===== src/lkv_pkg.sv =====
// ----------------------------------------------------------------------------
// lkv_pkg: shared definitions for the LRU key-value cache
// Sizes, derived widths, the sequencer state type and the get-miss value.
// ----------------------------------------------------------------------------
`default_nettype none

package lkv_pkg;

  // Number of slots in the store.
  localparam int ENTRIES = 16;
  // Slot index and rank width.
  localparam int IDX_W   = (ENTRIES > 1) ? $clog2(ENTRIES) : 1;
  // Scan counter width: must hold ENTRIES itself.
  localparam int CNT_W   = IDX_W + 1;
  // Occupancy width: 0 to ENTRIES.
  localparam int OCC_W   = $clog2(ENTRIES + 1);
  // Field widths fixed by the interface.
  localparam int KEY_W   = 32;
  localparam int VAL_W   = 32;
  localparam int CAP_W   = 5;
  localparam logic [CAP_W-1:0] CAP_RESET = CAP_W'(16);

  // Read value returned by a get that misses.
  localparam logic [VAL_W-1:0] READ_MISS = '1;

  // Request actions.
  localparam logic ACT_GET = 1'b0;
  localparam logic ACT_PUT = 1'b1;

  // Request sequencer.
  typedef enum logic [1:0] {
    ST_IDLE,
    ST_SCAN,
    ST_UPDATE,
    ST_DONE
  } state_t;

endpackage

`default_nettype wire


===== src/lru_key_value_cache.sv =====
// ----------------------------------------------------------------------------
// lru_key_value_cache: fully associative key-value store, LRU replacement
// Each request beat is a get or a put. Keys and values live in two
// single-port synchronous memories; valid bits and recency ranks (0 = most
// recent) sit in flip-flops. A request scans the key memory one slot per
// cycle through its read port and stops at a hit or after the last slot.
// The scan also finds the lowest free slot and the least recent entry; the
// update state then writes the memories and ages the affected ranks in
// parallel. Results sit in an output register, so a new request is taken
// while a finished result waits. A get miss returns -1; a put returns 0.
// The capacity register (0 acts as 1, above ENTRIES acts as ENTRIES) may
// be written only while the block is idle; lowering it below the occupancy
// drops nothing, each later insert simply evicts one entry.
// ----------------------------------------------------------------------------
`default_nettype none

module lru_key_value_cache (
  input  wire logic                        clk,
  input  wire logic                        rst_n,
  // Request channel
  input  wire logic                        in_valid,
  output logic                             in_stall,
  input  wire logic                        in_action,
  input  wire logic [lkv_pkg::KEY_W-1:0]   in_key,
  input  wire logic signed [lkv_pkg::VAL_W-1:0] in_value,
  // Result channel
  output logic                             out_valid,
  input  wire logic                        out_stall,
  output logic                             out_hit,
  output logic signed [lkv_pkg::VAL_W-1:0] out_read_value,
  output logic                             out_evicted,
  // Capacity register write channel
  input  wire logic                        cfg_valid,
  output logic                             cfg_ready,
  input  wire logic [lkv_pkg::CAP_W-1:0]   cfg_data
);

  localparam int ENTRIES = lkv_pkg::ENTRIES;
  localparam int IDX_W   = lkv_pkg::IDX_W;
  localparam int CNT_W   = lkv_pkg::CNT_W;
  localparam int OCC_W   = lkv_pkg::OCC_W;
  localparam int KEY_W   = lkv_pkg::KEY_W;
  localparam int VAL_W   = lkv_pkg::VAL_W;
  localparam int CAP_W   = lkv_pkg::CAP_W;

  // Sequencer and request registers.
  lkv_pkg::state_t     state_r, state_nxt;
  logic                action_r;
  logic [KEY_W-1:0]    key_r;
  logic [VAL_W-1:0]    value_r;

  // Scan pipeline.
  logic [CNT_W-1:0]    issue_cnt_r, issue_cnt_nxt;
  logic                rd_pend_r, rd_pend_nxt;
  logic [IDX_W-1:0]    rd_idx_r, rd_idx_nxt;
  logic                found_r, found_nxt;
  logic [IDX_W-1:0]    found_idx_r, found_idx_nxt;
  logic                free_ok_r, free_ok_nxt;
  logic [IDX_W-1:0]    free_idx_r, free_idx_nxt;
  logic                vict_ok_r, vict_ok_nxt;
  logic [IDX_W-1:0]    vict_idx_r, vict_idx_nxt;
  logic                evicted_r, evicted_nxt;

  // Slot state in flip-flops.
  logic [ENTRIES-1:0]  valid_r, valid_nxt;
  logic [IDX_W-1:0]    rank_r   [ENTRIES];
  logic [IDX_W-1:0]    rank_nxt [ENTRIES];
  logic [OCC_W-1:0]    occ_r, occ_nxt;
  logic [CAP_W-1:0]    cap_r;

  // Memories and their registered read data.
  logic [KEY_W-1:0]    key_mem [ENTRIES];
  logic [VAL_W-1:0]    val_mem [ENTRIES];
  logic [KEY_W-1:0]    key_rd_r;
  logic [VAL_W-1:0]    val_rd_r;

  // Output register.
  logic                out_valid_r, out_hit_r, out_evicted_r;
  logic [VAL_W-1:0]    out_read_value_r;

  // Control decoded from the state.
  logic                in_acc;
  logic                key_re;
  logic                upd_en;
  logic                out_free;
  logic                out_load;
  logic                cmp_match;
  logic                scan_end;

  // Update-cycle decisions.
  logic [OCC_W-1:0]    eff_cap;
  logic                need_evict;
  logic [IDX_W-1:0]    ins_idx;
  logic                key_we, val_we, val_re;
  logic [IDX_W-1:0]    val_addr;

  assign in_acc    = in_valid && !in_stall;
  assign out_free  = !out_valid_r || !out_stall;
  assign cfg_ready = 1'b1;

  // Compare stage of the scan: the read issued last cycle is checked here.
  assign cmp_match = rd_pend_r && valid_r[rd_idx_r] && (key_rd_r == key_r);
  assign scan_end  = rd_pend_r && (cmp_match || (rd_idx_r == IDX_W'(ENTRIES - 1)));

  // Capacity as used: zero acts as one, too large acts as the slot count.
  always_comb begin
    if (cap_r == '0) begin
      eff_cap = OCC_W'(1);
    end else if (int'(cap_r) > ENTRIES) begin
      eff_cap = OCC_W'(ENTRIES);
    end else begin
      eff_cap = OCC_W'(cap_r);
    end
  end

  // Insert decisions: evict when one more entry would exceed capacity, then
  // fill the lowest free slot, which may be the one just vacated.
  assign need_evict = (action_r == lkv_pkg::ACT_PUT) && !found_r && (occ_r >= eff_cap);
  assign ins_idx    = (need_evict && vict_ok_r && (!free_ok_r || (vict_idx_r < free_idx_r)))
                      ? vict_idx_r : free_idx_r;

  // Next state.
  always_comb begin
    state_nxt = state_r;
    unique case (state_r)
      lkv_pkg::ST_IDLE:   if (in_acc)   state_nxt = lkv_pkg::ST_SCAN;
      lkv_pkg::ST_SCAN:   if (scan_end) state_nxt = lkv_pkg::ST_UPDATE;
      lkv_pkg::ST_UPDATE: state_nxt = lkv_pkg::ST_DONE;
      lkv_pkg::ST_DONE:   if (out_free) state_nxt = lkv_pkg::ST_IDLE;
      default:            state_nxt = lkv_pkg::ST_IDLE;
    endcase
  end

  // State outputs.
  always_comb begin
    in_stall = 1'b1;
    key_re   = 1'b0;
    upd_en   = 1'b0;
    out_load = 1'b0;
    unique case (state_r)
      lkv_pkg::ST_IDLE:   in_stall = 1'b0;
      lkv_pkg::ST_SCAN:   key_re   = (issue_cnt_r < CNT_W'(ENTRIES));
      lkv_pkg::ST_UPDATE: upd_en   = 1'b1;
      lkv_pkg::ST_DONE:   out_load = out_free;
      default:            in_stall = 1'b1;
    endcase
  end

  // Scan bookkeeping: issue one key read per cycle and record the match,
  // the lowest free slot and the least recent valid slot.
  always_comb begin
    issue_cnt_nxt = issue_cnt_r;
    rd_pend_nxt   = 1'b0;
    rd_idx_nxt    = rd_idx_r;
    found_nxt     = found_r;
    found_idx_nxt = found_idx_r;
    free_ok_nxt   = free_ok_r;
    free_idx_nxt  = free_idx_r;
    vict_ok_nxt   = vict_ok_r;
    vict_idx_nxt  = vict_idx_r;
    if (in_acc) begin
      issue_cnt_nxt = '0;
      found_nxt     = 1'b0;
      free_ok_nxt   = 1'b0;
      vict_ok_nxt   = 1'b0;
    end else if (state_r == lkv_pkg::ST_SCAN) begin
      if (key_re) begin
        issue_cnt_nxt = issue_cnt_r + CNT_W'(1);
        rd_pend_nxt   = !scan_end;
        rd_idx_nxt    = issue_cnt_r[IDX_W-1:0];
      end
      if (rd_pend_r) begin
        if (cmp_match) begin
          found_nxt     = 1'b1;
          found_idx_nxt = rd_idx_r;
        end
        if (!valid_r[rd_idx_r] && !free_ok_r) begin
          free_ok_nxt  = 1'b1;
          free_idx_nxt = rd_idx_r;
        end
        if (valid_r[rd_idx_r] && !vict_ok_r &&
            (rank_r[rd_idx_r] == IDX_W'(occ_r - OCC_W'(1)))) begin
          vict_ok_nxt  = 1'b1;
          vict_idx_nxt = rd_idx_r;
        end
      end
    end
  end

  // Update cycle: ranks age in parallel, valid bits and occupancy follow.
  always_comb begin
    logic [ENTRIES-1:0] keep;
    valid_nxt   = valid_r;
    occ_nxt     = occ_r;
    evicted_nxt = evicted_r;
    keep        = valid_r;
    for (int i = 0; i < ENTRIES; i++) begin
      rank_nxt[i] = rank_r[i];
    end
    if (upd_en) begin
      evicted_nxt = need_evict;
      if (found_r) begin
        // Hit: entries more recent than the found one age by one.
        for (int i = 0; i < ENTRIES; i++) begin
          if (i == int'(found_idx_r)) begin
            rank_nxt[i] = '0;
          end else if (valid_r[i] && (rank_r[i] < rank_r[found_idx_r])) begin
            rank_nxt[i] = rank_r[i] + IDX_W'(1);
          end
        end
      end else if (action_r == lkv_pkg::ACT_PUT) begin
        // Insert: drop the victim, age every survivor, new entry is newest.
        if (need_evict && vict_ok_r) begin
          keep[vict_idx_r] = 1'b0;
        end
        for (int i = 0; i < ENTRIES; i++) begin
          if (i == int'(ins_idx)) begin
            rank_nxt[i] = '0;
          end else if (keep[i]) begin
            rank_nxt[i] = rank_r[i] + IDX_W'(1);
          end else begin
            rank_nxt[i] = '0;
          end
        end
        valid_nxt          = keep;
        valid_nxt[ins_idx] = 1'b1;
        occ_nxt = occ_r - OCC_W'(need_evict && vict_ok_r) + OCC_W'(1);
      end
    end
  end

  // Memory controls for the update cycle.
  assign key_we   = upd_en && (action_r == lkv_pkg::ACT_PUT) && !found_r;
  assign val_we   = upd_en && (action_r == lkv_pkg::ACT_PUT);
  assign val_re   = upd_en && (action_r == lkv_pkg::ACT_GET) && found_r;
  assign val_addr = found_r ? found_idx_r : ins_idx;

  // Key memory: one read or one write per cycle.
  always_ff @(posedge clk) begin
    if (key_re) begin
      key_rd_r <= key_mem[issue_cnt_r[IDX_W-1:0]];
    end
    if (key_we) begin
      key_mem[ins_idx] <= key_r;
    end
  end

  // Value memory: read on a get hit, written on every put.
  always_ff @(posedge clk) begin
    if (val_re) begin
      val_rd_r <= val_mem[val_addr];
    end
    if (val_we) begin
      val_mem[val_addr] <= value_r;
    end
  end

  // Control registers.
  always_ff @(posedge clk) begin
    if (!rst_n) begin
      state_r     <= lkv_pkg::ST_IDLE;
      valid_r     <= '0;
      occ_r       <= '0;
      cap_r       <= lkv_pkg::CAP_RESET;
      rd_pend_r   <= 1'b0;
      out_valid_r <= 1'b0;
      for (int i = 0; i < ENTRIES; i++) begin
        rank_r[i] <= '0;
      end
    end else begin
      state_r   <= state_nxt;
      valid_r   <= valid_nxt;
      occ_r     <= occ_nxt;
      rd_pend_r <= rd_pend_nxt;
      for (int i = 0; i < ENTRIES; i++) begin
        rank_r[i] <= rank_nxt[i];
      end
      if (cfg_valid && cfg_ready) begin
        cap_r <= cfg_data;
      end
      if (out_load) begin
        out_valid_r <= 1'b1;
      end else if (!out_stall) begin
        out_valid_r <= 1'b0;
      end
    end
  end

  // Payload registers.
  always_ff @(posedge clk) begin
    if (in_acc) begin
      action_r <= in_action;
      key_r    <= in_key;
      value_r  <= in_value;
    end
    issue_cnt_r <= issue_cnt_nxt;
    rd_idx_r    <= rd_idx_nxt;
    found_r     <= found_nxt;
    found_idx_r <= found_idx_nxt;
    free_ok_r   <= free_ok_nxt;
    free_idx_r  <= free_idx_nxt;
    vict_ok_r   <= vict_ok_nxt;
    vict_idx_r  <= vict_idx_nxt;
    evicted_r   <= evicted_nxt;
    if (out_load) begin
      out_hit_r     <= found_r;
      out_evicted_r <= evicted_r;
      if (action_r == lkv_pkg::ACT_PUT) begin
        out_read_value_r <= '0;
      end else if (found_r) begin
        out_read_value_r <= val_rd_r;
      end else begin
        out_read_value_r <= lkv_pkg::READ_MISS;
      end
    end
  end

  assign out_valid      = out_valid_r;
  assign out_hit        = out_hit_r;
  assign out_read_value = out_read_value_r;
  assign out_evicted    = out_evicted_r;

  // Occupancy always matches the number of valid slots.
  a_occ_count: assert property (@(posedge clk) disable iff (!rst_n)
    $countones(valid_r) == int'(occ_r))
    else $error("occupancy differs from valid slot count");

  // Occupancy never exceeds the slot count.
  a_occ_bound: assert property (@(posedge clk) disable iff (!rst_n)
    int'(occ_r) <= ENTRIES)
    else $error("occupancy above slot count");

  // An insert always finds a slot: a free one or a victim.
  a_ins_slot: assert property (@(posedge clk) disable iff (!rst_n)
    (upd_en && (action_r == lkv_pkg::ACT_PUT) && !found_r) |-> (free_ok_r || vict_ok_r))
    else $error("insert without a free slot or victim");

  // An eviction needs a victim that was found during the scan.
  a_evict_victim: assert property (@(posedge clk) disable iff (!rst_n)
    (upd_en && need_evict) |-> vict_ok_r)
    else $error("eviction without a least recent entry");

  // A result that reports an eviction cannot be a hit.
  a_evict_miss: assert property (@(posedge clk) disable iff (!rst_n)
    out_load |=> !(out_evicted_r && out_hit_r))
    else $error("eviction reported on a hit");

endmodule

`default_nettype wire


===== config.mk =====
export PLATFORM = sky130hd
export DESIGN_NAME = lru_key_value_cache
export DESIGN_NICKNAME = d
export VERILOG_FILES = /design/src/lkv_pkg.sv /design/src/lru_key_value_cache.sv
export SDC_FILE = /design/constraint.sdc
export NUM_CORES = 1
export LEC_CHECK = 0
export BUFFER_PORTS_ARGS = -buffer_cell sky130_fd_sc_hd__buf_2
export CORE_MARGIN = 5
export CORE_UTILIZATION = 45
export DETAILED_ROUTE_END_ITERATION = 6
export SETUP_SLACK_MARGIN = 0.4
export SLEW_MARGIN = 10
export SYNTH_ARGS = -nofsm -noshare
export SYNTH_HDL_FRONTEND = slang
export SYNTH_SLANG_ARGS = --single-unit

===== constraint.sdc =====
create_clock -name clk -period 5.8 [get_ports clk]
set_clock_uncertainty 0.1 [all_clocks]
set_input_delay 0.58 -clock clk [delete_from_list [all_inputs] [get_ports clk]]
set_output_delay 0.58 -clock clk [all_outputs]
set_load 0.02 [all_outputs]

==> metrics.md, run 1 <==
| Metric | Value |
|---|---|
| Die width | `361 µm` |
| DIE AREA | `130,000 µm²` |
| Post-synth top flop | `edfxtp_1` |
| Vias after detailed routing | `32,719` |
| Final-report max-slew violation count | `0` |
| Hold Crit Class | `in -> reg` |
| Crit. Startpoint | `free_idx_r[1]` |
| Max_slew headroom | `~17%` |
| Peak VDD IR | `0.307 mV` |
| Post-DRT Antenna Nets | `0` |
| Total power | `23,200 µW` |
| Grt ovf | `0` |
| Vias per cell | `5.91` |
| Slowest stage cell on the critical path | `nor3_2` |
| CTS Buffer Depth | `3` |
| Router iterations before antenna repair | `5` |
| Syn avg cell area | `15.3 µm²` |
| CP arrival | `5220 ps` |
| Area added between synthesis and finish | `14.4%` |
| Flop-to-flop setup slack | `900 ps` |
| Setup TNS | `0 ps` |
| CP endpoint kind | `flop` |
| Seq/Total Area, Yosys | `between 60% and 70%` |
| Reg clk slew, reported paths | `60 ps` |
| Initial Utilization | `45.4%` |
| Most frequent CP cell | `buf_4` |
| Async SR Flop Fraction | `0%` |
| Detail-routed net length per standard cell | `25.1 µm` |
| Resize count post-CTS | `0` |
| # setup viols final | `0` |
| Fin util | `51.9%` |
| Root Driver | `clkbuf_16` |
| IO Pins | `between 100 and 150` |
| TritonCTS clock tree | `done` |
| Port bufs | `110` |
| Drt total wl | `~140,000 µm` |
| Post-Synthesis Cell Area | `around 55,000 µm²` |
| Largest fanout on the critical path | `22` |
| Buf+Inv Stages, Crit Path | `3` |
| Rows | `between 100 and 150` |
| GPL Wtd Cong | `roughly 0.85` |
| Global-route wire length before repair | `210,000 µm` |
| PD cells | `366 nW/µm²` |
| Worst Tran Pin Value | `1240 ps` |
| Mapped Cells | `3,628` |
| Vias in the first global route | `32,256` |
| Worst skew pair latency | `780 ps` |
| Layout cells sized above 1 | `17.6%` |
| CP delay by family, top | `buffers and inverters` |
| Fin nets | `between 3,000 and 4,000` |
| Yosys warning total | `0` |
| DP Wirelength | `78,200 µm` |
| Initial antenna violation count | `4` |
| FMAX | `204 MHz` |
| Max Cap Violations | `0` |
| # DRC | `0` |
| Seq cells post-synth | `about 1,300` |
| Post-CTS Setup Bufs | `0` |
| CP max stage delay | `1010 ps` |
| Kind of critical path | `reg -> reg` |
| Final period util | `84.5%` |
| CTS HTree Levels | `4` |
| CP Cell Sequence | `clkinv_1, ha_1, o21ai_0, o21ai_1, o211ai_1, buf_4, a21oi_1, o31a_2, nor3_2, buf_4` |
| Worst hold start | `cfg_valid` |
| Distinct cells, synth | `78` |
| Hold Violations, Final | `0` |
| TritonCTS sink count | `approximately 1,300` |
| Drt initial violations | `~3,600` |
| Worst hold slack | `just under 80 ps` |
| Cts bufs inserted | `139` |
| Post-synth EDFFs | `1,204` |
| CTS Hold Bufs | `71` |
| Status | `complete, no violations` |
| Largest net degree at the start of global routing | `137` |
| CP Launch Type | `flop` |
| GRT Overall Usage | `21.1%` |
| Height of the die | `361 µm` |
| Core Box Area | `122,000 µm²` |
| Reg-to-Reg Start | `free_idx_r[1]` |
| Post-route minimum period | `just under 5000 ps` |
| Worst EP required | `a little over 6000 ps` |
| Unrepaired setup endpoints after global routing | `no` |
| Syn nets | `around 3,800` |
| Leak Pwr | `0.0209 µW` |
-- synthesized netlist by cell type, drive strengths merged, types with 49 or more instances --
master     n  area [µm²]
edfxtp  1204       36200
a211oi   104         781
dfxtp    110        2200
a21oi    237        1190
a31oi    132         838
nand2    338        1280
o311ai    73         639
clkbuf   159         597
nor2     103         387
and2      49         307
inv      204         766
ha        85        1060
buf       76         359
o21ai     52         260
mux4     205        4640
-- routing by layer --
| layer | wire [µm] | track usage (%) | vias to the layer above |
|---|---|---|---|
| met4 | 2390 | 4.81 | 0 |
| met1 | 63900 | 31.9 | 16813 |
| li1 | - | - | 14593 |
| met2 | 63300 | 32.2 | 1135 |
| met3 | 9210 | 3.93 | 178 |
| met5 | 0 | 0 | - |
-- cell usage in the layout, fill, tap and decap left out, types with 85 or more instances in the layout --
cell type	instances
edfxtp_1	1204
nand2_1	334
a21oi_1	235
inv_1	202
mux4_2	199
clkbuf_16	140
a31oi_1	129
buf_2	110
dfxtp_1	105
a211oi_1	104
ha_1	85
-- worst reg2reg max path, cell delays in order, from the launching register on --
cell,delay [ps]
edfxtp_1,620
clkinv_1,410
ha_1,390
o21ai_0,170
o21ai_1,110
o211ai_1,280
buf_4,300
a21oi_1,200
o31a_2,450
nor3_2,1010
buf_4,530
-- stage by stage --
stage / cells / area (µm²) / setup WS [ps]
floorplan: 3628 / 55400 / 546
global placement: 5216 / 58200 / 1080
detailed placement: 5216 / 58200 / 973
CTS: 5537 / 63400 / 949
global route: 5537 / 63400 / 635
finish: 5539 / 63400 / 899
-- area by class of cell --
cell class              count  area (µm²)
flip-flops and latches   1314       38400
multi-input cells        1874       15600
clock buffers             162        3600
clock inverters            88         888
fillers                 10026       58700
diodes                      2        5.00
repair buffers            269        2060
inverters                 205         772
well taps                1625        2030
-- path summary, 6_finish.rpt --
kind,to,cells past startpoint
worst max register to register,val_mem[4][9],10
worst min-delay path,cap_r[4],2
worst min register to register,out_evicted,0
worst max-delay path,val_mem[4][9],10
-- registers in the layout, indices dropped and copies added (netlist names), 2 cells and up, named ones only --
signal          flops
cap_r               5
found_idx_r         4
free_idx_r          4
issue_cnt_r         5
key_mem           512
key_r              32
key_rd_r           32
occ_r               5
out_read_value     32
rank_r             64
rd_idx_r            4
state_r             2
val_mem           512
val_rd_r           32
valid_r            16
value_r            32
vict_idx_r          4
-- logic make-up after synthesis --
logic type	share of synthesized area [%]
compound gates	10.5
buf+inv	3.12
fa+ha+maj	1.92
simple gates	5.73
flops	69.3
xor+xnor	0.728
mux	8.74
other cells	0.00677
-- where the power goes --
group | total (µW) | leakage (µW) | switching, µW | internal, µW
clock network | 8710 | 0.00218 | 3760 | 4950
registers | 11900 | 0.0118 | 733 | 11200
logic | 2580 | 0.00695 | 1410 | 1180
total | 23200 | 0.0209 | 5900 | 17300
No activity file was read; power rests on OpenSTA's default activity.
==> inputs of run 2 (changes only) <==
clock period = 4.9 ns   (was 5.8 ns; I/O delays follow)
==> run 2 against run 1 <==
- design area grew 0.31%
- sequential cell count did not move
- fmax up 13%
- global-route usage is 0.44 points higher
- die area unchanged
- non-clock buffer count increased by 27
- worst hold slack worse by 6.2 ps
- total power is 17% higher
- register-to-register slack worse by 320 ps
- combinational power rose by 21%
- critical path type unchanged
- highest routed layer unchanged
==> metrics.md, run 2 (same netlist as run 1, synthesis figures left out) <==
| Metric | Value |
|---|---|
| Status | `complete, no violations (unchanged)` |
| Initial Utilization | `45.4% (unchanged)` |
| CP Launch Type | `flop (unchanged)` |
| Flop-to-flop setup slack | `580 ps (was 900 ps)` |
| Hold Crit Class | `in -> reg (unchanged)` |
| Total power | `27,200 µW (was 23,200 µW)` |
| Fillers | `10,009 (was 10,026)` |
| CP max stage delay | `770 ps (was 1010 ps)` |
| Largest net degree at the start of global routing | `93 (was 137)` |
| Worst EP required | `5300 ps (was 6120 ps)` |
| FMAX | `232 MHz (was 204 MHz)` |
| Final worst setup slack | `581 ps (was 899 ps)` |
| Worst r2r path cells | `12 (was 10)` |
| Vias after detailed routing | `33,017 (was 32,719)` |
| Initial antenna violation count | `1 (was 4)` |
| Buf+Inv Stages, Crit Path | `3 (unchanged)` |
| Layout cells sized above 1 | `17.9% (was 17.6%)` |
| Grt ovf | `0 (unchanged)` |
| Worst skew pair latency | `750 ps (was 780 ps)` |
| Global-route wire length before repair | `213,000 µm (was 210,000 µm)` |
| Filler-free cell count of the finished design | `5,564 (was 5,539)` |
| # setup viols final | `0 (unchanged)` |
| Core Box Area | `122,000 µm² (unchanged)` |
| Port bufs | `110 (unchanged)` |
| Router iterations before antenna repair | `5 (unchanged)` |
| DP Wirelength | `78,600 µm (was 78,200 µm)` |
| Vias in the first global route | `32,447 (was 32,256)` |
| Post-DRT Antenna Nets | `0 (unchanged)` |
| Hold worst-path end | `cap_r[2] (was cap_r[4])` |
| Peak VDD IR | `0.348 mV (was 0.307 mV)` |
| Final period util | `88.2% (was 84.5%)` |
| Max Cap Violations | `0 (unchanged)` |
| Kind of critical path | `reg -> reg (unchanged)` |
| TritonCTS clock tree | `done (unchanged)` |
| Hold Violations, Final | `0 (unchanged)` |
| DIE AREA | `130,000 µm² (unchanged)` |
| Setup TNS | `0 ps (unchanged)` |
| GRT Overall Usage | `21.6% (was 21.1%)` |
| PD cells | `427 nW/µm² (was 366 nW/µm²)` |
| CP endpoint kind | `flop (unchanged)` |
| FF-to-FF End | `val_rd_r[30] (was val_mem[4][9])` |
| # DRC | `0 (unchanged)` |
| Most frequent CP cell | `buf_4 (unchanged)` |
| Root Driver | `clkbuf_16 (unchanged)` |
| CP delay by family, top | `compound AO/OA/AOI/OAI gates (was buffers and inverters)` |
| Pre-CTS setup slack | `556 ps (was 973 ps)` |
| CTS HTree Levels | `4 (unchanged)` |
| Fin util | `52.1% (was 51.9%)` |
| CTS Buffer Depth | `3 (unchanged)` |
| Fin nets | `3,989 (was 3,963)` |
| Height of the die | `361 µm (unchanged)` |
| Largest regs | `key_mem (512), val_mem (512), rank_r (64) (unchanged)` |
| Dpl cells | `5,235 (was 5,216)` |
| Cts bufs inserted | `138 (was 139)` |
| Worst hold start | `cfg_valid (unchanged)` |
| CP arrival | `4720 ps (was 5220 ps)` |
| Area added between synthesis and finish | `14.8% (was 14.4%)` |
| Worst Tran Pin Value | `1110 ps (was 1240 ps)` |
| Post-route minimum period | `4320 ps (was 4900 ps)` |
| Rows | `128 (unchanged)` |
| Leak Pwr | `0.0210 µW (was 0.0209 µW)` |
| Slowest stage cell on the critical path | `buf_4 (was nor3_2)` |
| CP Cell Sequence | `clkinv_1, buf_4, ha_1, o21ai_0, o21ai_1, o211ai_1, a31oi_4, buf_4, a21oi_1, o311ai_0, o22ai_1, a311o_1 (was clkinv_1, ha_1, o21ai_0, o21ai_1, o211ai_1, buf_4, a21oi_1, o31a_2, nor3_2, buf_4)` |
| Reg clk slew, reported paths | `60 ps (about the same)` |
| Most frequent cells in the layout | `edfxtp_1 (1,204), nand2_1 (334), a21oi_1 (234) (was edfxtp_1 (1,204), nand2_1 (334), a21oi_1 (235))` |
| Drt total wl | `142,000 µm (was 139,000 µm)` |
| Drt initial violations | `3,340 (was 3,558)` |
| Reg-to-Reg Start | `free_idx_r[1] (unchanged)` |
| Hold path cells | `3 (was 2)` |
| Largest fanout on the critical path | `64 (was 22)` |
| Vias per cell | `5.93 (was 5.91)` |
| GPL Wtd Cong | `0.882 (was 0.851)` |
| Detail-routed net length per standard cell | `25.6 µm (was 25.1 µm)` |
| IO Pins | `112 (unchanged)` |
| TritonCTS sink count | `1,314 (unchanged)` |
| Final-report max-slew violation count | `0 (unchanged)` |
| Die width | `361 µm (unchanged)` |
| Max_slew headroom | `26.2% (was 16.7%)` |
| Commonest non-fill, non-tap cell in the layout | `edfxtp_1 (unchanged)` |
| Unrepaired setup endpoints after global routing | `yes (was no)` |
## run 2: power by group
group	internal (µW)	switching, µW	leakage, µW
registers	13300	831	0.0118
logic	1420	1710	0.00716
clock network	5660	4270	0.00208
## run 2: how the worst max path moves through the flow
stage                        from             end  slack (ps)  cells past startpoint
floorplan           free_idx_r[1]   val_mem[0][0]        -350                     12
global placement    free_idx_r[1]    val_rd_r[10]         510                     12
detailed placement  free_idx_r[1]    val_rd_r[10]         560                     12
CTS                 free_idx_r[1]    val_rd_r[10]         550                     12
global route        free_idx_r[1]  key_mem[1][19]         390                     11
finish              free_idx_r[1]    val_rd_r[30]         580                     12
## run 2: timing repair
item | CTS | global route
hold buffers | 74 | 0
hold endpoints to repair | 71 | 0
resized for setup | 0 | 9
endpoints found under the setup margin | 0 | 210
setup buffers | 0 | 5
## run 2: worst register-to-register path, cell delays in order, from the launching register on
cell and delay (ps):
edfxtp_1 650, clkinv_1 130, buf_4 200, ha_1 280, o21ai_0 100, o21ai_1 170
o211ai_1 240, a31oi_4 280, buf_4 770, a21oi_1 210, o311ai_0 370, o22ai_1 230
a311o_1 360
## run 2: area by class of cell
cell class                 count  area (µm²)  share of cell area, %
timing repair buffer         296        2460                   3.87
inverter                     205         772                   1.21
clock buffer                 184        3760                   5.92
clock inverter                64         478                  0.752
sequential                  1314       38400                   60.4
multi-input combinational   1874       15700                   24.7
antenna                        2        5.00                0.00787
tap                         1625        2030                   3.20
## run 2: per-stage QoR
stage | area (µm²) | hold WS [ps]
2_1_floorplan | 55400 | 300
3_3_place_gp | 58500 | 316
3_5_place_dp | 58500 | 308
4_1_cts | 63500 | 7.02
5_1_grt | 63600 | 43.0
6_report | 63600 | 70.8
## run 2: per-layer routing
metal / vias up / share of wire (%) / GRT usage, %
met1: 16906 / 45 / 32.1
met2: 1251 / 46 / 33.0
met3: 217 / 6.6 / 3.64
met4: 0 / 2.3 / 6.09
li1: 14643 / - / -
met5: - / 0 / 0
